<file path="config.mk">
export PLATFORM = sky130hd
export DESIGN_NAME = period_overlap_day_counter
export DESIGN_NICKNAME = d
export VERILOG_FILES = /design/src/hdl/podc_pkg.sv /design/src/hdl/podc_front.sv /design/src/hdl/podc_queue.sv /design/src/hdl/podc_back.sv /design/src/hdl/period_overlap_day_counter.sv
export VERILOG_INCLUDE_DIRS = /design/src /design/src/hdl
export SDC_FILE = /design/constraint.sdc
export NUM_CORES = 1
export LEC_CHECK = 0
export BUFFER_PORTS_ARGS = -buffer_cell sky130_fd_sc_hd__clkbuf_2
export CORE_MARGIN = 2
export CORE_UTILIZATION = 63
export CTS_BUF_LIST = sky130_fd_sc_hd__clkbuf_8
export DETAILED_ROUTE_END_ITERATION = 10
export HOLD_SLACK_MARGIN = 0.12
export PLACE_DENSITY = 0.81
export SYNTH_ARGS = -nofsm -noshare
export SYNTH_HDL_FRONTEND = slang
export SYNTH_SLANG_ARGS = --single-unit
</file>
<file path="constraint.sdc">
create_clock -name clk -period 11.4 [get_ports clk]
set_clock_uncertainty 0.1 [all_clocks]
set_input_delay 1.14 -clock clk [delete_from_list [all_inputs] [get_ports clk]]
set_output_delay 1.14 -clock clk [all_outputs]
set_load 0.02 [all_outputs]
</file>
<file path="src/hdl/period_overlap_day_counter_defines.svh">
// Assertion macros shared by the period overlap day counter modules.
`ifndef PERIOD_OVERLAP_DAY_COUNTER_DEFINES_SVH
`define PERIOD_OVERLAP_DAY_COUNTER_DEFINES_SVH

`ifndef ASSERT_OFF

`define POD_ASSERT_IMPL(lbl, ck, rn, ante, cons) \
    lbl: assert property (@(posedge ck) disable iff (!rn) (ante) |-> (cons)) \
        else $error("same-cycle check failed");

`define POD_ASSERT_NEXT(lbl, ck, rn, ante, cons) \
    lbl: assert property (@(posedge ck) disable iff (!rn) (ante) |=> (cons)) \
        else $error("next-cycle check failed");

`else

`define POD_ASSERT_IMPL(lbl, ck, rn, ante, cons)

`define POD_ASSERT_NEXT(lbl, ck, rn, ante, cons)

`endif

`endif

</file>
<file path="src/hdl/podc_pkg.sv">
// Shared types, constants and calendar functions of the period overlap day counter.
package podc_pkg;

    localparam int DAY_W = 5;
    localparam int MON_W = 4;
    localparam int YEAR_W = 12;
    localparam int YY_W = 13;
    localparam int DN_W = 21;
    localparam int LEN_W = 19;
    localparam int QUEUE_DEPTH = 2;
    localparam int DATE_COUNT = 4;

    localparam logic [LEN_W-1:0] LEN_MAX = {LEN_W{1'b1}};
    localparam logic [YY_W-1:0] YEAR_OFS = 13'd400;
    localparam logic [8:0] DAYS_PER_YEAR = 9'd365;
    localparam logic [12:0] DIV100_MUL = 13'd5243;
    localparam int DIV100_SHIFT = 19;
    localparam logic [YEAR_W-1:0] INV25 = 12'd3113;
    localparam logic [YEAR_W-1:0] INV25_LIMIT = 12'd163;

    localparam logic [MON_W-1:0] MON_FEB = 4'd2;
    localparam logic [MON_W-1:0] MON_DEC = 4'd12;

    typedef struct packed {
        logic bad;
        logic [DN_W-1:0] a_start_dn;
        logic [DN_W-1:0] a_end_dn;
        logic [DN_W-1:0] b_start_dn;
        logic [DN_W-1:0] b_end_dn;
    } podc_item_t;

    typedef enum logic [1:0] {
        FRONT_IDLE,
        FRONT_CALC,
        FRONT_EMIT
    } podc_front_state_t;

    typedef enum logic [1:0] {
        BACK_IDLE,
        BACK_LEN,
        BACK_SPAN,
        BACK_DONE
    } podc_back_state_t;

    // Days from March 1 to the first of the month, with the year starting in March.
    function automatic logic [8:0] month_offset(input logic [MON_W-1:0] mon);
        logic [8:0] off;
        unique case (mon)
            4'd3:    off = 9'd0;
            4'd4:    off = 9'd31;
            4'd5:    off = 9'd61;
            4'd6:    off = 9'd92;
            4'd7:    off = 9'd122;
            4'd8:    off = 9'd153;
            4'd9:    off = 9'd184;
            4'd10:   off = 9'd214;
            4'd11:   off = 9'd245;
            4'd12:   off = 9'd275;
            4'd1:    off = 9'd306;
            4'd2:    off = 9'd337;
            default: off = 9'd0;
        endcase
        return off;
    endfunction

    function automatic logic [DAY_W-1:0] month_len(input logic [MON_W-1:0] mon,
                                                   input logic leap);
        logic [DAY_W-1:0] len;
        unique case (mon) inside
            4'd1, 4'd3, 4'd5, 4'd7, 4'd8, 4'd10, 4'd12: len = 5'd31;
            4'd4, 4'd6, 4'd9, 4'd11:                    len = 5'd30;
            4'd2:                                       len = leap ? 5'd29 : 5'd28;
            default:                                    len = 5'd0;
        endcase
        return len;
    endfunction

    function automatic logic [LEN_W-1:0] sat_len(input logic [DN_W:0] v);
        logic [LEN_W-1:0] r;
        if (v > (DN_W+1)'(LEN_MAX))
        begin
            r = LEN_MAX;
        end
        else
        begin
            r = v[LEN_W-1:0];
        end
        return r;
    endfunction

endpackage

</file>
<file path="src/hdl/podc_front.sv">
// Front end: accepts a transaction, checks the four dates and converts them to day numbers.
`include "period_overlap_day_counter_defines.svh"

module podc_front (
    input  logic                             clk,
    input  logic                             rst_n,
    input  logic                             push,
    output logic                             full,
    input  logic [podc_pkg::DAY_W-1:0]       a_start_day,
    input  logic [podc_pkg::MON_W-1:0]       a_start_month,
    input  logic [podc_pkg::YEAR_W-1:0]      a_start_year,
    input  logic [podc_pkg::DAY_W-1:0]       a_end_day,
    input  logic [podc_pkg::MON_W-1:0]       a_end_month,
    input  logic [podc_pkg::YEAR_W-1:0]      a_end_year,
    input  logic [podc_pkg::DAY_W-1:0]       b_start_day,
    input  logic [podc_pkg::MON_W-1:0]       b_start_month,
    input  logic [podc_pkg::YEAR_W-1:0]      b_start_year,
    input  logic [podc_pkg::DAY_W-1:0]       b_end_day,
    input  logic [podc_pkg::MON_W-1:0]       b_end_month,
    input  logic [podc_pkg::YEAR_W-1:0]      b_end_year,
    output logic                             q_wr,
    output podc_pkg::podc_item_t             q_data,
    input  logic                             q_full
);

    podc_pkg::podc_front_state_t state_reg, state_next;
    logic [2:0] cnt_reg, cnt_next;
    logic       bad_reg, bad_next;

    logic [podc_pkg::DAY_W-1:0]  day_reg  [podc_pkg::DATE_COUNT];
    logic [podc_pkg::MON_W-1:0]  mon_reg  [podc_pkg::DATE_COUNT];
    logic [podc_pkg::YEAR_W-1:0] year_reg [podc_pkg::DATE_COUNT];
    logic [podc_pkg::DN_W-1:0]   dn_reg   [podc_pkg::DATE_COUNT];

    logic [podc_pkg::DN_W-1:0] p365_reg;
    logic [10:0]               q4_reg;
    logic [6:0]                q100_reg;
    logic [4:0]                q400_reg;
    logic [8:0]                doy_reg;

    logic                        accept;
    logic                        calc_en;
    logic                        sum_en;
    logic [1:0]                  sel_idx;
    logic [1:0]                  dn_idx;
    logic [podc_pkg::DAY_W-1:0]  sel_day;
    logic [podc_pkg::MON_W-1:0]  sel_mon;
    logic [podc_pkg::YEAR_W-1:0] sel_year;
    logic [podc_pkg::YY_W-1:0]   yy;
    logic [25:0]                 prod100;
    logic [23:0]                 prod25;
    logic                        div25;
    logic                        leap;
    logic                        date_bad;
    logic [podc_pkg::DN_W-1:0]   p365;
    logic [6:0]                  q100;
    logic [8:0]                  doy;
    logic [podc_pkg::DN_W-1:0]   dn_sum;

    assign sel_idx  = cnt_reg[1:0];
    assign dn_idx   = 2'(cnt_reg - 3'd1);
    assign sel_day  = day_reg[sel_idx];
    assign sel_mon  = mon_reg[sel_idx];
    assign sel_year = year_reg[sel_idx];

    always_comb
    begin
        prod25 = 24'(sel_year) * 24'(podc_pkg::INV25);
        div25  = (prod25[podc_pkg::YEAR_W-1:0] <= podc_pkg::INV25_LIMIT);
        leap   = ((sel_year[1:0] == 2'd0) && !div25) || ((sel_year[3:0] == 4'd0) && div25);
        date_bad = (sel_day == '0) || (sel_mon == '0) || (sel_mon > podc_pkg::MON_DEC)
                   || (sel_day > podc_pkg::month_len(sel_mon, leap));
        yy = podc_pkg::YY_W'(sel_year) + podc_pkg::YEAR_OFS
             - ((sel_mon <= podc_pkg::MON_FEB) ? 13'd1 : 13'd0);
        p365    = podc_pkg::DN_W'(yy) * podc_pkg::DN_W'(podc_pkg::DAYS_PER_YEAR);
        prod100 = 26'(yy) * 26'(podc_pkg::DIV100_MUL);
        q100    = prod100[25:podc_pkg::DIV100_SHIFT];
        doy     = podc_pkg::month_offset(sel_mon) + 9'(sel_day) - 9'd1;
    end

    assign dn_sum = p365_reg + podc_pkg::DN_W'(q4_reg) - podc_pkg::DN_W'(q100_reg)
                    + podc_pkg::DN_W'(q400_reg) + podc_pkg::DN_W'(doy_reg);

    always_comb
    begin
        state_next = state_reg;
        cnt_next   = cnt_reg;
        bad_next   = bad_reg;
        accept     = 1'b0;
        calc_en    = 1'b0;
        sum_en     = 1'b0;
        q_wr       = 1'b0;
        full       = 1'b1;
        unique case (state_reg)
            podc_pkg::FRONT_IDLE:
            begin
                full = 1'b0;
                if (push)
                begin
                    accept     = 1'b1;
                    bad_next   = 1'b0;
                    cnt_next   = 3'd0;
                    state_next = podc_pkg::FRONT_CALC;
                end
            end
            podc_pkg::FRONT_CALC:
            begin
                calc_en  = (cnt_reg < 3'(podc_pkg::DATE_COUNT));
                sum_en   = (cnt_reg != 3'd0);
                cnt_next = cnt_reg + 3'd1;
                if (calc_en)
                begin
                    bad_next = bad_reg | date_bad;
                end
                else
                begin
                    state_next = podc_pkg::FRONT_EMIT;
                end
            end
            podc_pkg::FRONT_EMIT:
            begin
                if (!q_full)
                begin
                    q_wr       = 1'b1;
                    state_next = podc_pkg::FRONT_IDLE;
                end
            end
            default:
            begin
                state_next = podc_pkg::FRONT_IDLE;
            end
        endcase
    end

    always_ff @(posedge clk or negedge rst_n)
    begin
        if (!rst_n)
        begin
            state_reg <= podc_pkg::FRONT_IDLE;
            cnt_reg   <= 3'd0;
            bad_reg   <= 1'b0;
        end
        else
        begin
            state_reg <= state_next;
            cnt_reg   <= cnt_next;
            bad_reg   <= bad_next;
        end
    end

    always_ff @(posedge clk)
    begin
        if (accept)
        begin
            day_reg[0]  <= a_start_day;
            mon_reg[0]  <= a_start_month;
            year_reg[0] <= a_start_year;
            day_reg[1]  <= a_end_day;
            mon_reg[1]  <= a_end_month;
            year_reg[1] <= a_end_year;
            day_reg[2]  <= b_start_day;
            mon_reg[2]  <= b_start_month;
            year_reg[2] <= b_start_year;
            day_reg[3]  <= b_end_day;
            mon_reg[3]  <= b_end_month;
            year_reg[3] <= b_end_year;
        end
        if (calc_en)
        begin
            p365_reg <= p365;
            q4_reg   <= yy[podc_pkg::YY_W-1:2];
            q100_reg <= q100;
            q400_reg <= q100[6:2];
            doy_reg  <= doy;
        end
        if (sum_en)
        begin
            dn_reg[dn_idx] <= dn_sum;
        end
    end

    assign q_data.bad        = bad_reg;
    assign q_data.a_start_dn = dn_reg[0];
    assign q_data.a_end_dn   = dn_reg[1];
    assign q_data.b_start_dn = dn_reg[2];
    assign q_data.b_end_dn   = dn_reg[3];

    `POD_ASSERT_NEXT(a_accept_starts_calc, clk, rst_n, push && !full,
                     state_reg == podc_pkg::FRONT_CALC && cnt_reg == 3'd0)
    `POD_ASSERT_IMPL(a_emit_after_all_dates, clk, rst_n, q_wr,
                     cnt_reg == 3'(podc_pkg::DATE_COUNT + 1))

endmodule

</file>
<file path="src/hdl/podc_queue.sv">
// Short register queue that decouples the front end from the back end.
`include "period_overlap_day_counter_defines.svh"

module podc_queue #(
    parameter int DEPTH = podc_pkg::QUEUE_DEPTH
) (
    input  logic                 clk,
    input  logic                 rst_n,
    input  logic                 wr_en,
    input  podc_pkg::podc_item_t wr_data,
    output logic                 full,
    input  logic                 rd_en,
    output podc_pkg::podc_item_t rd_data,
    output logic                 empty
);

    localparam int PTR_W = $clog2(DEPTH);
    localparam int CNT_W = $clog2(DEPTH + 1);

    podc_pkg::podc_item_t mem_reg [DEPTH];
    logic [PTR_W-1:0] wr_ptr_reg, wr_ptr_next;
    logic [PTR_W-1:0] rd_ptr_reg, rd_ptr_next;
    logic [CNT_W-1:0] count_reg, count_next;

    assign full    = (count_reg == CNT_W'(DEPTH));
    assign empty   = (count_reg == '0);
    assign rd_data = mem_reg[rd_ptr_reg];

    always_comb
    begin
        wr_ptr_next = wr_ptr_reg;
        rd_ptr_next = rd_ptr_reg;
        count_next  = count_reg;
        if (wr_en)
        begin
            wr_ptr_next = (wr_ptr_reg == PTR_W'(DEPTH - 1)) ? '0 : wr_ptr_reg + 1'b1;
        end
        if (rd_en)
        begin
            rd_ptr_next = (rd_ptr_reg == PTR_W'(DEPTH - 1)) ? '0 : rd_ptr_reg + 1'b1;
        end
        if (wr_en && !rd_en)
        begin
            count_next = count_reg + 1'b1;
        end
        else if (rd_en && !wr_en)
        begin
            count_next = count_reg - 1'b1;
        end
    end

    always_ff @(posedge clk or negedge rst_n)
    begin
        if (!rst_n)
        begin
            wr_ptr_reg <= '0;
            rd_ptr_reg <= '0;
            count_reg  <= '0;
        end
        else
        begin
            wr_ptr_reg <= wr_ptr_next;
            rd_ptr_reg <= rd_ptr_next;
            count_reg  <= count_next;
        end
    end

    always_ff @(posedge clk)
    begin
        if (wr_en)
        begin
            mem_reg[wr_ptr_reg] <= wr_data;
        end
    end

    `POD_ASSERT_IMPL(a_no_overflow, clk, rst_n, wr_en, !full || rd_en)
    `POD_ASSERT_IMPL(a_no_underflow, clk, rst_n, rd_en, !empty)

endmodule

</file>
<file path="src/hdl/podc_back.sv">
// Back end: derives lengths, overlap and overlap count, and holds the result register.
`include "period_overlap_day_counter_defines.svh"

module podc_back (
    input  logic                          clk,
    input  logic                          rst_n,
    input  logic                          q_empty,
    output logic                          q_rd,
    input  podc_pkg::podc_item_t          q_data,
    output logic                          empty,
    input  logic                          pop,
    output logic [podc_pkg::LEN_W-1:0]    a_length,
    output logic [podc_pkg::LEN_W-1:0]    b_length,
    output logic                          overlaps,
    output logic [podc_pkg::LEN_W-1:0]    overlap_days,
    output logic                          bad_date
);

    podc_pkg::podc_back_state_t state_reg, state_next;
    logic out_valid_reg, out_valid_next;

    podc_pkg::podc_item_t      item_reg;
    logic [podc_pkg::DN_W-1:0] la_reg, lb_reg;
    logic                      ov_reg;
    logic [podc_pkg::DN_W:0]   lo_reg, hi_reg;

    logic [podc_pkg::LEN_W-1:0] a_length_reg, b_length_reg, overlap_days_reg;
    logic                       overlaps_reg, bad_date_reg;

    logic                      load_item, len_en, span_en, out_load, out_free;
    logic [podc_pkg::DN_W-1:0] la, lb;
    logic                      ov;
    logic [podc_pkg::DN_W-1:0] ws, we, os, oe;
    logic [podc_pkg::DN_W:0]   lo, hi, oe_inc, span;

    always_comb
    begin
        if (item_reg.a_start_dn < item_reg.a_end_dn)
        begin
            la = item_reg.a_end_dn - item_reg.a_start_dn + 1'b1;
        end
        else
        begin
            la = podc_pkg::DN_W'(1);
        end
        if (item_reg.b_start_dn < item_reg.b_end_dn)
        begin
            lb = item_reg.b_end_dn - item_reg.b_start_dn + 1'b1;
        end
        else
        begin
            lb = podc_pkg::DN_W'(1);
        end
        ov = !((item_reg.b_end_dn < item_reg.a_start_dn)
               || (item_reg.b_start_dn > item_reg.a_end_dn));
    end

    // The shorter period is walked; on a tie the second period is walked.
    always_comb
    begin
        if (la_reg < lb_reg)
        begin
            ws = item_reg.a_start_dn;
            we = item_reg.a_end_dn;
            os = item_reg.b_start_dn;
            oe = item_reg.b_end_dn;
        end
        else
        begin
            ws = item_reg.b_start_dn;
            we = item_reg.b_end_dn;
            os = item_reg.a_start_dn;
            oe = item_reg.a_end_dn;
        end
        oe_inc = (podc_pkg::DN_W+1)'(oe) + 1'b1;
        lo = (podc_pkg::DN_W+1)'((ws > os) ? ws : os);
        hi = ((podc_pkg::DN_W+1)'(we) < oe_inc) ? (podc_pkg::DN_W+1)'(we) : oe_inc;
    end

    assign span     = (ov_reg && (hi_reg > lo_reg)) ? (hi_reg - lo_reg) : '0;
    assign out_free = !out_valid_reg || pop;

    always_comb
    begin
        state_next = state_reg;
        load_item  = 1'b0;
        len_en     = 1'b0;
        span_en    = 1'b0;
        out_load   = 1'b0;
        q_rd       = 1'b0;
        unique case (state_reg)
            podc_pkg::BACK_IDLE:
            begin
                if (!q_empty)
                begin
                    q_rd       = 1'b1;
                    load_item  = 1'b1;
                    state_next = podc_pkg::BACK_LEN;
                end
            end
            podc_pkg::BACK_LEN:
            begin
                len_en     = 1'b1;
                state_next = podc_pkg::BACK_SPAN;
            end
            podc_pkg::BACK_SPAN:
            begin
                span_en    = 1'b1;
                state_next = podc_pkg::BACK_DONE;
            end
            podc_pkg::BACK_DONE:
            begin
                if (out_free)
                begin
                    out_load   = 1'b1;
                    state_next = podc_pkg::BACK_IDLE;
                end
            end
            default:
            begin
                state_next = podc_pkg::BACK_IDLE;
            end
        endcase
    end

    always_comb
    begin
        out_valid_next = out_valid_reg;
        if (out_load)
        begin
            out_valid_next = 1'b1;
        end
        else if (pop)
        begin
            out_valid_next = 1'b0;
        end
    end

    always_ff @(posedge clk or negedge rst_n)
    begin
        if (!rst_n)
        begin
            state_reg     <= podc_pkg::BACK_IDLE;
            out_valid_reg <= 1'b0;
        end
        else
        begin
            state_reg     <= state_next;
            out_valid_reg <= out_valid_next;
        end
    end

    always_ff @(posedge clk)
    begin
        if (load_item)
        begin
            item_reg <= q_data;
        end
        if (len_en)
        begin
            la_reg <= la;
            lb_reg <= lb;
            ov_reg <= ov;
        end
        if (span_en)
        begin
            lo_reg <= lo;
            hi_reg <= hi;
        end
        if (out_load)
        begin
            bad_date_reg <= item_reg.bad;
            if (item_reg.bad)
            begin
                a_length_reg     <= '0;
                b_length_reg     <= '0;
                overlaps_reg     <= 1'b0;
                overlap_days_reg <= '0;
            end
            else
            begin
                a_length_reg     <= podc_pkg::sat_len((podc_pkg::DN_W+1)'(la_reg));
                b_length_reg     <= podc_pkg::sat_len((podc_pkg::DN_W+1)'(lb_reg));
                overlaps_reg     <= ov_reg;
                overlap_days_reg <= podc_pkg::sat_len(span);
            end
        end
    end

    assign empty        = !out_valid_reg;
    assign a_length     = a_length_reg;
    assign b_length     = b_length_reg;
    assign overlaps     = overlaps_reg;
    assign overlap_days = overlap_days_reg;
    assign bad_date     = bad_date_reg;

    `POD_ASSERT_IMPL(a_no_overwrite, clk, rst_n, out_load, !out_valid_reg || pop)
    `POD_ASSERT_IMPL(a_bad_clears_counts, clk, rst_n, out_valid_reg && bad_date_reg,
                     a_length_reg == '0 && b_length_reg == '0 && !overlaps_reg
                     && overlap_days_reg == '0)

endmodule

</file>
<file path="src/hdl/period_overlap_day_counter.sv">
// Top level of the period overlap day counter.
// Each transaction carries two date periods and yields one result: the inclusive length
// of each period, whether they share a day, and how many days of the shorter period
// (its end day excluded) fall inside the other; any invalid date gives bad_date with
// all counts zero, and counts saturate at the 19-bit maximum. The front end takes a
// new transaction only after handing the last one to the queue, with full high until
// then: its date sequencer loads the four dates, converts them to day numbers in a
// two-stage pipeline and hands the item off to the queue. The back end steps through
// its idle, length, span and done states for each transaction, and a two-entry queue
// between them plus the result register let both sides stall on their own.
// Years 0 to 4095 are all taken as Gregorian.
module period_overlap_day_counter #(
    parameter int QUEUE_DEPTH = podc_pkg::QUEUE_DEPTH
) (
    input  logic                         clk,
    input  logic                         rst_n,
    input  logic                         push,
    output logic                         full,
    input  logic [podc_pkg::DAY_W-1:0]   a_start_day,
    input  logic [podc_pkg::MON_W-1:0]   a_start_month,
    input  logic [podc_pkg::YEAR_W-1:0]  a_start_year,
    input  logic [podc_pkg::DAY_W-1:0]   a_end_day,
    input  logic [podc_pkg::MON_W-1:0]   a_end_month,
    input  logic [podc_pkg::YEAR_W-1:0]  a_end_year,
    input  logic [podc_pkg::DAY_W-1:0]   b_start_day,
    input  logic [podc_pkg::MON_W-1:0]   b_start_month,
    input  logic [podc_pkg::YEAR_W-1:0]  b_start_year,
    input  logic [podc_pkg::DAY_W-1:0]   b_end_day,
    input  logic [podc_pkg::MON_W-1:0]   b_end_month,
    input  logic [podc_pkg::YEAR_W-1:0]  b_end_year,
    output logic                         empty,
    input  logic                         pop,
    output logic [podc_pkg::LEN_W-1:0]   a_length,
    output logic [podc_pkg::LEN_W-1:0]   b_length,
    output logic                         overlaps,
    output logic [podc_pkg::LEN_W-1:0]   overlap_days,
    output logic                         bad_date
);

    logic                 q_wr, q_full, q_rd, q_empty;
    podc_pkg::podc_item_t q_wr_data, q_rd_data;

    podc_front u_front (
        .clk           (clk),
        .rst_n         (rst_n),
        .push          (push),
        .full          (full),
        .a_start_day   (a_start_day),
        .a_start_month (a_start_month),
        .a_start_year  (a_start_year),
        .a_end_day     (a_end_day),
        .a_end_month   (a_end_month),
        .a_end_year    (a_end_year),
        .b_start_day   (b_start_day),
        .b_start_month (b_start_month),
        .b_start_year  (b_start_year),
        .b_end_day     (b_end_day),
        .b_end_month   (b_end_month),
        .b_end_year    (b_end_year),
        .q_wr          (q_wr),
        .q_data        (q_wr_data),
        .q_full        (q_full)
    );

    podc_queue #(
        .DEPTH (QUEUE_DEPTH)
    ) u_queue (
        .clk     (clk),
        .rst_n   (rst_n),
        .wr_en   (q_wr),
        .wr_data (q_wr_data),
        .full    (q_full),
        .rd_en   (q_rd),
        .rd_data (q_rd_data),
        .empty   (q_empty)
    );

    podc_back u_back (
        .clk          (clk),
        .rst_n        (rst_n),
        .q_empty      (q_empty),
        .q_rd         (q_rd),
        .q_data       (q_rd_data),
        .empty        (empty),
        .pop          (pop),
        .a_length     (a_length),
        .b_length     (b_length),
        .overlaps     (overlaps),
        .overlap_days (overlap_days),
        .bad_date     (bad_date)
    );

endmodule
</file>
---- Yosys cells after proc, flatten, opt, wreduce, memory -nomap -nowiden ----
Memories as Yosys holds them, arrays and structs flattened. A register that Yosys moved wholly into a read port is not among the register bits.
Index checks and enable logic that the tools add are counted.
storage, ports and cells
  memory bits (read-only) ................. 144
  bits in registers ....................... 212
  logic and storage cells ................. 177
  RAM bits ................................ 338
  output and inout bits ................... 61
  input bits .............................. 88
  memories ................................ 6
operators by class
  magnitude comparators ................... 16
  bitwise operators ....................... 1
  reductions and logical operators ........ 33
  equal/unequal tests ..................... 24
  multiplexer cells ....................... 50
  $add $sub $neg .......................... 20
  multiply operators ...................... 3
memories
  name              words  bits a word  read ports  clocked after Yosys merged registers in  wr ports  RTL line          RTL
  u_queue.mem_reg   2      85           1           1                                        1         podc_queue.sv:20  podc_pkg::podc_item_t mem_reg [DEPTH];
  (no name shown)   16     9            1           0                                        0         podc_pkg.sv:48    unique case (mon)
  u_front.dn_reg    4      21           4           0                                        1         podc_front.sv:33  logic [podc_pkg::DN_W-1:0] dn_reg [podc_pkg::DATE_COUNT];
  u_front.year_reg  4      12           1           0                                        4         podc_front.sv:32  logic [podc_pkg::YEAR_W-1:0] year_reg [podc_pkg::DATE_COUNT];
  u_front.day_reg   4      5            1           0                                        4         podc_front.sv:30  logic [podc_pkg::DAY_W-1:0] day_reg [podc_pkg::DATE_COUNT];
  u_front.mon_reg   4      4            1           0                                        4         podc_front.sv:31  logic [podc_pkg::MON_W-1:0] mon_reg [podc_pkg::DATE_COUNT];
operators with widths
  operator                                                                 number
  21-bit two-way mux                                                       6
  21-bit less-than comparator                                              4
  19-bit two-way mux                                                       3
  21-bit by 1-bit adder with 21-bit output (second input constant)         2
  21-bit by 19-bit > comparator with 1-bit output (second input constant)  2
  21-bit > comparator                                                      2
  21-bit subtractor                                                        2
  1-bit two-way mux                                                        27
  13-bit by 13-bit multiplier with 26-bit output (second input constant)   1
  21-bit by 1-bit adder with 22-bit output (second input constant)         1
  22-bit by 19-bit > comparator with 1-bit output (second input constant)  1
  22-bit > comparator                                                      1
  21-bit by 22-bit less-than comparator with 1-bit output                  1
  22-bit two-way mux                                                       1
  22-bit subtractor                                                        1
  21-bit by 11-bit adder with 21-bit output                                1
  21-bit by 5-bit adder with 21-bit output                                 1
  21-bit by 9-bit adder with 21-bit output                                 1
  13-bit by 9-bit multiplier with 21-bit output (second input constant)    1
  21-bit by 7-bit subtractor with 21-bit output                            1
  4-bit == test (second input constant)                                    5
  4-bit by 3-bit == test with 1-bit output (second input constant)         4
  5-bit case mux with 3 select lines                                       1
  2-bit two-way mux                                                        7
  other kinds (38)                                                         70

---- Longest topological paths before layout ----
Gate-level depths: netlist of run 1.
An unclocked memory read counts as a cell.
  depth after elaboration ................. 13
  gate-level depth with buffers ........... 40
  mapped depth without buffers ............ 38

---- By module ----
Synthesis of run 1 repeated with hierarchy kept, for this count alone.
second synthesis, totals
  cell total of the unflattened synthesis .. 3,257
  area total of the unflattened synthesis .. 39,741.9 um2
modules (own cells, without submodules)
  module      area an instance (um2)  instances  cells an instance
  podc_back   17,181.5                1          1,712
  podc_front  16,035.4                1          1,264
  podc_queue  6,525.0                 1          281

---- Worst setup path before layout of run 1 ----
OpenSTA, ideal clock, no wires.
  path type ............................... register to register
  from .................................... register u_front.cnt_reg[0]
  to ...................................... register u_front.q400_reg[3], data pin
  path buffers ............................ 3
  setup time .............................. 255 ps
  cell stages (with the launch flop) ...... 36
  setup slack ............................. 2,488 ps
  period minus slack after synthesis ...... 8,912 ps
  data arrival time ....................... 8,558 ps
  data required time ...................... 11,045 ps
  path through ............................ dfrtp_1 clkbuf_1 buf_2 clkbuf_1 mux4_2 inv_1 ha_1 inv_1 ha_1 a21oi_1 o21bai_1 a21oi_1 nor2b_1 o21ai_0 and3_1 o21bai_1 a21oi_1 xnor2_1 inv_1 fa_1 ha_1 fa_1 fa_1 inv_1 fa_1 inv_1 ha_1 o21a_1 o21a_1 o21ai_0 o21ai_0 a31o_2 or4_1 and3_1 o21a_1 o21ba_1
on the way
  cells in the longest elaborated chain, start to end .. 5
RTL lines
  element                                                                           RTL line           RTL
  from (decl)                                                                       podc_front.sv:27   logic [2:0] cnt_reg, cnt_next;
  from (signal assigned)                                                            podc_front.sv:146  cnt_reg <= cnt_next;
  branches (longest 3 deep; another with 12-bit by 9-bit adder with 13-bit output)  n/a
  13-bit subtractor (*)                                                             podc_front.sv:74   - ((sel_mon <= podc_pkg::MON_FEB) ? 13'd1 : 13'd0);
  net u_front.yy (one bit)                                                          podc_front.sv:49   logic [podc_pkg::YY_W-1:0] yy;
  13-bit by 13-bit multiplier with 26-bit output (*)                                podc_front.sv:76   prod100 = 26'(yy) * 26'(podc_pkg::DIV100_MUL);
  net u_front.prod100[24]                                                           podc_front.sv:50   logic [25:0] prod100;
  to (signal assigned)                                                              podc_front.sv:173  q400_reg <= q100[6:2];
  to (decl)                                                                         podc_front.sv:38   logic [4:0] q400_reg;
Mark *: on every way through the listed nets, which the timed path passes.
A chain may end at the register's enable or synchronous reset.

---- Final worst setup path of run 1 ----
  from .................................... register u_front.cnt_reg[1]
  to ...................................... register u_front.q400_reg[3], data pin
The elaborated chain is that of the path after synthesis.

==> results of run 1 <==
## cells in the final DEF, fill, tap and decap left out, types with 8 or more instances in the layout
master     instances
edfxtp_1         616
inv_1            489
ha_1             457
nor2_1           200
clkbuf_2         148
a21oi_1          137
fa_1             127
nand2_1          125
o21ai_0          119
xnor2_1          111
clkbuf_8          96
mux2_2            86
nor3_1            55
xor2_1            48
nand3_1           45
o21a_1            39
a21o_1            37
a31oi_1           36
nand2b_1          33
nor2b_1           30
mux2i_1           29
mux4_2            22
buf_4             22
and3_1            21
o21bai_1          18
nand4_1           17
clkinv_1          16
maj3_1            15
or2_2             13
dfrtp_1           12
clkinv_2          11
nor4_1            10
o2111ai_1          9
or3_1              8
## layer usage
| layer | up-vias | global-route usage (%) | wire [um] |
|---|---|---|---|
| met2 | 669 | 47.3 | 41600 |
| met1 | 11600 | 32.2 | 33400 |
| met4 | 0 | 12.6 | 3730 |
| li1 | 11600 | - | - |
| met3 | 215 | 3.43 | 3400 |
| met5 | - | 0 | 0 |
## area by class of cell
| type | instances | share of cell area, % |
|---|---|---|
| sequential | 629 | 44.8 |
| multi-input combinational | 1992 | 42.2 |
| inverter | 466 | 4.16 |
| clock buffer | 96 | 3.14 |
| tap | 782 | 2.33 |
| timing repair buffer | 170 | 2.16 |
| clock inverter | 70 | 1.17 |
| antenna | 1 | 0.00595 |
## through the flow
| stage | area, sq um | instances | hold slack [ns] |
|---|---|---|---|
| floorplan | 38500 | 3142 | 0.321 |
| finish | 42000 | 4206 | 0.247 |
| detailed placement | 40200 | 4039 | 0.330 |
| global placement | 40200 | 4039 | 0.322 |
| CTS | 42000 | 4205 | 0.195 |
| global route | 42000 | 4206 | 0.223 |
## cells by family after synthesis
family                   synth area share, %
other                                0.00973
adder cells (fa/ha/maj)                 22.1
buffers and inverters                   5.19
multiplexers                            4.63
AO/OA/AOI/OAI                           8.40
AND/OR/NAND/NOR                         7.24
flip-flops                              48.8
XOR/XNOR                                3.61
## worst min-delay path by stage
stage / start / to / cells after the start
after CTS: rst_n / u_front.cnt_reg[1] / 1
after floorplan: u_front.dn_reg[3][0] / u_queue.mem_reg[0][0] / 0
after global placement: u_front.dn_reg[3][2] / u_queue.mem_reg[0][2] / 0
after detailed placement: u_front.dn_reg[1][14] / u_queue.mem_reg[1][56] / 0
after global routing: rst_n / u_front.state_reg[0] / 1
final: rst_n / u_front.bad_reg / 1
## worst max-delay path, delay by kind of cell, from the launching register on
family | cells | cell delay, ns
AND/OR/NAND/NOR | 6 | 0.96
flip-flops | 1 | 1.00
buffers and inverters | 6 | 0.44
XOR/XNOR | 1 | 0.70
multiplexers | 1 | 0.45
adder cells (fa/ha/maj) | 10 | 3.77
AO/OA/AOI/OAI | 11 | 2.17
==> flow_summary_export.csv, run 1 <==
group,metric,value,unit
outcome,status,"complete, no violations",
floorplanning,initial_utilization,63.7,%
clocking,cts_setup_buffers,0,
clocking,cts_buffer_depth,3,
grt,grt_max_degree,86,
critical_path,r2r_setup_slack,1.52,ns
critical_path,crit_end,"u_front.q400_reg[3]",
sta,worstMarginPinSlew,1.08,ns
routing,wl,82100,um
yosys,async_flop_share,2.07,%
routing,avgViaCountPerCell,5.72,
sta,max_slew_margin,27.6,%
sta,rsz0062_at_grt,"false",
routing,first_pass_iters,6,
sta,fmax,101,MHz
routing,postRouteAntennaNets,0,
critical_path,crit_path_start_kind,"register",
yosys,ys_top_cells_by_count,"616 x edfxtp_1, 462 x inv_1, 459 x ha_1",
critical_path,crit_arrival,10.20,ns
yosys,synth_top_area_cell,"edfxtp_1",
yosys,synth.area.top_cells,"edfxtp_1 48%, ha_1 15%, fa_1 6.6%, inv_1 4.5%, xnor2_1 2.5%",
floorplanning,core_area,60500,sq um
placement,io_buffer_count,148,
clocking,cts-root-buf,"clkbuf_8",
layout,fin_util,69.5,%
clocking,hold_buffers,0,
floorplanning,dieArea,63200,sq um
critical_path,slowest_delay,1.00,ns
clocking,cts_tree,"built",
yosys,yosysTopAreaCellShare,48.0,%
sta,fin_crit,9.88,ns
critical_path,critPathMostFrequentCell,"inv_1",
yosys,synth_cell_types,89,
grt,grt_usage,26.6,%
yosys,synth_flop_cell,"edfxtp_1",
worst_hold_path,hold_path_class,"in2async",
placement,place_ws,1.70,ns
clocking,post_cts_resized,0,
clocking,clock_latency,0.72,ns
yosys,synth_edf_count,616,
sta,maxSlewViolCount,0,
yosys,syn-cell-area,38500,sq um
yosys,ys_ff_latch,629,
critical_path,required,11.73,ns
floorplanning,io-pin-count,149,
clocking,cts_buffers,95,
yosys,avgSynthCellArea,12.3,sq um
grt,grt_pass1_wl,131000,um
sta,post-route-period-util,86.6,%
sta,tns,0,ns
grt,grt_remaining_overflow,0,
yosys,yosysMostFrequentCell,"edfxtp_1",
critical_path,critPathMaxFanout,25,
run,cap_violations,0,
layout,largest_reg_flops,170,
critical_path,r2r-start,"u_front.cnt_reg[1]",
floorplanning,die_w,251,um
critical_path,setup.worst_path.start,"u_front.cnt_reg[1]",
layout,syn2layout_area_growth,9.07,%
routing,drt_iter0_markers,1458,
routing,drcViolationCount,0,
routing,avgRoutedWirePerCell,19.5,um
floorplanning,die_h,251,um
critical_path,r2r.worst_path.cells,35,
layout,drive_above_1_share,13.3,%
grt,grt_pass1_vias,25100,
critical_path,r2r_end,"u_front.q400_reg[3]",
layout,fin_nets,4028,
yosys,synth-seq-area-share,48.8,%
sta,finalWorstSetupSlack,1.52,ns
clocking,clock-sinks,629,
yosys,netlist_instances,3142,
placement,gp_congestion,0.969,
layout,fill_cells,4158,
clocking,path_clk_slew,0.06,ns
critical_path,crit_slowest_cell,"dfrtp_1",
clocking,htreeDepth,3,
sta,finalSetupViolCount,0,
yosys,ys_warn_count,0,
grt,antenna_found_initial,1,
placement,place_hpwl,63700,um
sta,hold_viol,0,
critical_path,crit_type,"reg2reg",
layout,multi_input_area,17800,sq um
critical_path,crit_path_end_kind,"register",
yosys,synth_fp_nets,3816,
routing,vias,24100,
floorplanning,placementRows,90,
layout,regArea,18800,sq um
Power of run 1 is not shown: default switching activity piles up to over one toggle a cycle in this logic, so the estimate is an artifact.
==> run 2, diff against run 1 <==
--- a/config.mk
+++ b/config.mk
@@ -6,7 +6,9 @@
 export SDC_FILE = /design/constraint.sdc
 export NUM_CORES = 1
 export LEC_CHECK = 0
+export ABC_AREA = 1
 export BUFFER_PORTS_ARGS = -buffer_cell sky130_fd_sc_hd__clkbuf_2
+export CAP_MARGIN = 10
 export CORE_MARGIN = 2
 export CORE_UTILIZATION = 63
 export CTS_BUF_LIST = sky130_fd_sc_hd__clkbuf_8
==> run 2 against run 1 <==
  * Synthesized area is 1.2% higher
  * Cell count is 16% higher
  * Critical path type unchanged
  * Synthesized cell count is 22% higher
  * Wire length is 7.4% higher
  * Flip-flop and latch count stayed put
  * Die area is 1.2% higher
  * Register-to-register slack worse by 0.12 ns
  * Non-clock buffer count is 7 higher
  * Highest routed layer unchanged
==> flow_summary_export.csv, run 2 <==
group,metric,value,unit
sta,finalSetupViolCount,0,
critical_path,crit_arrival,10.42,ns
outcome,status,"complete, no violations",
critical_path,slowest_delay,0.90,ns
floorplanning,die_h,253,um
critical_path,crit_end,"u_front.q400_reg[3]",
sta,max_slew_margin,29.0,%
floorplanning,initial_utilization,63.5,%
grt,grt_remaining_overflow,0,
critical_path,crit_slowest_cell,"clkinv_1",
grt,grt_usage,28.5,%
layout,largest_reg_flops,170,
critical_path,critPathMaxFanout,37,
grt,grt_pass1_vias,27400,
floorplanning,placementRows,91,
critical_path,path_depth,38,
critical_path,crit_type,"reg2reg",
critical_path,r2r_setup_slack,1.40,ns
critical_path,r2r-start,"u_front.cnt_reg[1]",
placement,placed_cell_area,40700,sq um
critical_path,path_delay_family,"adder cells",
layout,stdcell_area,42700,sq um
yosys,yosysTopAreaCellShare,47.4,%
critical_path,r2r_end,"u_front.q400_reg[3]",
yosys,synth.area.top_cells,"edfxtp_1 47%, ha_1 15%, nand2_1 7.9%, fa_1 6.5%, inv_1 5.9%",
layout,fin_nets,4704,
routing,drcViolationCount,0,
grt,antenna_found_initial,1,
yosys,ys_top_cells_by_count,"822 x nand2_1, 618 x inv_1, 616 x edfxtp_1",
sta,worstMarginPinSlew,1.06,ns
clocking,hold_buffers,0,
critical_path,critPathMostFrequentCell,"inv_1",
yosys,avgSynthCellArea,10.2,sq um
critical_path,r2r.worst_path.cells,38,
clocking,htreeDepth,3,
routing,postRouteAntennaNets,0,
routing,avgViaCountPerCell,5.51,
yosys,synth_top_area_cell,"edfxtp_1",
sta,hold_viol,0,
layout,syn2layout_area_growth,9.39,%
critical_path,crit_path_start_kind,"register",
critical_path,setup.worst_path.start,"u_front.cnt_reg[1]",
layout,final_cell_mix,"822 x nand2_1, 644 x inv_1, 616 x edfxtp_1",
routing,first_pass_iters,5,
clocking,cts_buffers,97,
layout,layout_commonest_cell,"nand2_1",
sta,tns,0,ns
run,cap_violations,0,
yosys,yosysMostFrequentCell,"nand2_1",
layout,regArea,18800,sq um
critical_path,path_buf_inv,12,
grt,grt_pass1_wl,141000,um
routing,vias,27000,
clocking,clock_latency,0.77,ns
sta,fmax,100,MHz
layout,fill_cells,4416,
floorplanning,io-pin-count,149,
layout,multi_input_area,17600,sq um
clocking,cts_setup_buffers,0,
clocking,path_clk_slew,0.07,ns
yosys,netlist_instances,3826,
layout,drive_above_1_share,8.11,%
yosys,synth-seq-area-share,48.2,%
sta,post-route-period-util,87.7,%
yosys,async_flop_share,2.07,%
routing,drt_iter0_markers,1606,
yosys,synth_cell_types,53,
sta,maxSlewViolCount,0,
clocking,cts-root-buf,"clkbuf_8",
placement,io_buffer_count,148,
sta,rsz0062_at_grt,"false",
routing,wl,88200,um
critical_path,required,11.82,ns
yosys,synth_fp_nets,4500,
floorplanning,core_area,61500,sq um
critical_path,crit_path_end_kind,"register",
yosys,synth_flop_cell,"edfxtp_1",
placement,place_hpwl,68300,um
clocking,post_cts_resized,0,
placement,gp_congestion,1.01,
clocking,cts_tree,"built",
floorplanning,dieArea,63900,sq um
yosys,syn-cell-area,39000,sq um
worst_hold_path,hold_path_class,"in2async",
yosys,synth_edf_count,616,
sta,fin_crit,10.0,ns
grt,grt_max_degree,88,
floorplanning,die_w,253,um
yosys,ys_warn_count,0,
clocking,clock-sinks,629,
clocking,cts_buffer_depth,3,
yosys,ys_ff_latch,629,
routing,avgRoutedWirePerCell,18.0,um
run 2: cell count changes after synthesis, sizes merged, moves of 33 or more:
cell / change
nand2b: -33
xnor2: -73
a21oi: +112
nand2: +697
inv: +153
o21ai: +64
xor2: +44
nand3: +53
o21a: -33
mux2: -88
run 2: final cells by class:
type | count | share of cell area (%)
inverters | 620 | 5.46
clock buffers | 101 | 3.26
well taps | 790 | 2.32
clock inverters | 72 | 1.35
flip-flops and latches | 629 | 44.1
repair buffers | 177 | 2.29
diodes | 1 | 0.00586
multi-input cells | 2505 | 41.2
run 2: per-stage QoR:
step	util [%]	setup slack, ns	std cells	hold slack (ns)
after floorplan	-	3.01	3826	0.321
after global placement	66.2	1.78	4720	0.321
after detailed placement	66.2	1.47	4720	0.330
after CTS	69.4	1.42	4893	0.147
after global routing	69.4	0.553	4895	0.193
final	69.4	1.40	4895	0.184
run 2: kinds of logic after synthesis:
group	after synthesis	synth area share [%]
DFF	629	48.2
adders and majority gates	586	21.2
xor gates and xnor gates	130	2.92
other	1	0.00961
and+or+nand+nor	1227	12.7
AOI/OAI and AO/OA	561	8.05
buffers and inverters	692	6.84
run 2: worst min-delay path by stage:
stage,start,slack (ns),cells past startpoint,endpoint
4_1_cts,rst_n,0.15,1,u_front.cnt_reg[1]
5_1_grt,rst_n,0.19,1,u_front.cnt_reg[2]
2_1_floorplan,u_front.dn_reg[3][0],0.32,0,u_queue.mem_reg[0][0]
6_report,rst_n,0.18,1,u_front.cnt_reg[2]
3_3_place_gp,u_front.dn_reg[2][19],0.32,0,u_queue.mem_reg[0][40]
3_5_place_dp,u_front.dn_reg[3][6],0.33,0,u_queue.mem_reg[1][6]
run 2: routing by layer:
layer | routed length, um | share of wire, % | track usage [%] | vias to the layer above
li1 | - | - | - | 13300
met1 | 34300 | 39 | 32.9 | 12700
met2 | 46000 | 52 | 52.4 | 826
met3 | 4290 | 4.9 | 3.82 | 197
met4 | 3640 | 4.1 | 13.1 | 0
met5 | 0 | 0 | 0 | -
run 2: worst reg2reg max path, delay by kind of cell, from the launching register on:
family	cells	cell delay (ns)
compound gates	6	1.52
xor+xnor	2	0.79
simple gates	8	0.91
buf+inv	12	1.99
flops	1	0.57
fa+ha+maj	10	3.86
Power of run 2 is left out for the same reason.
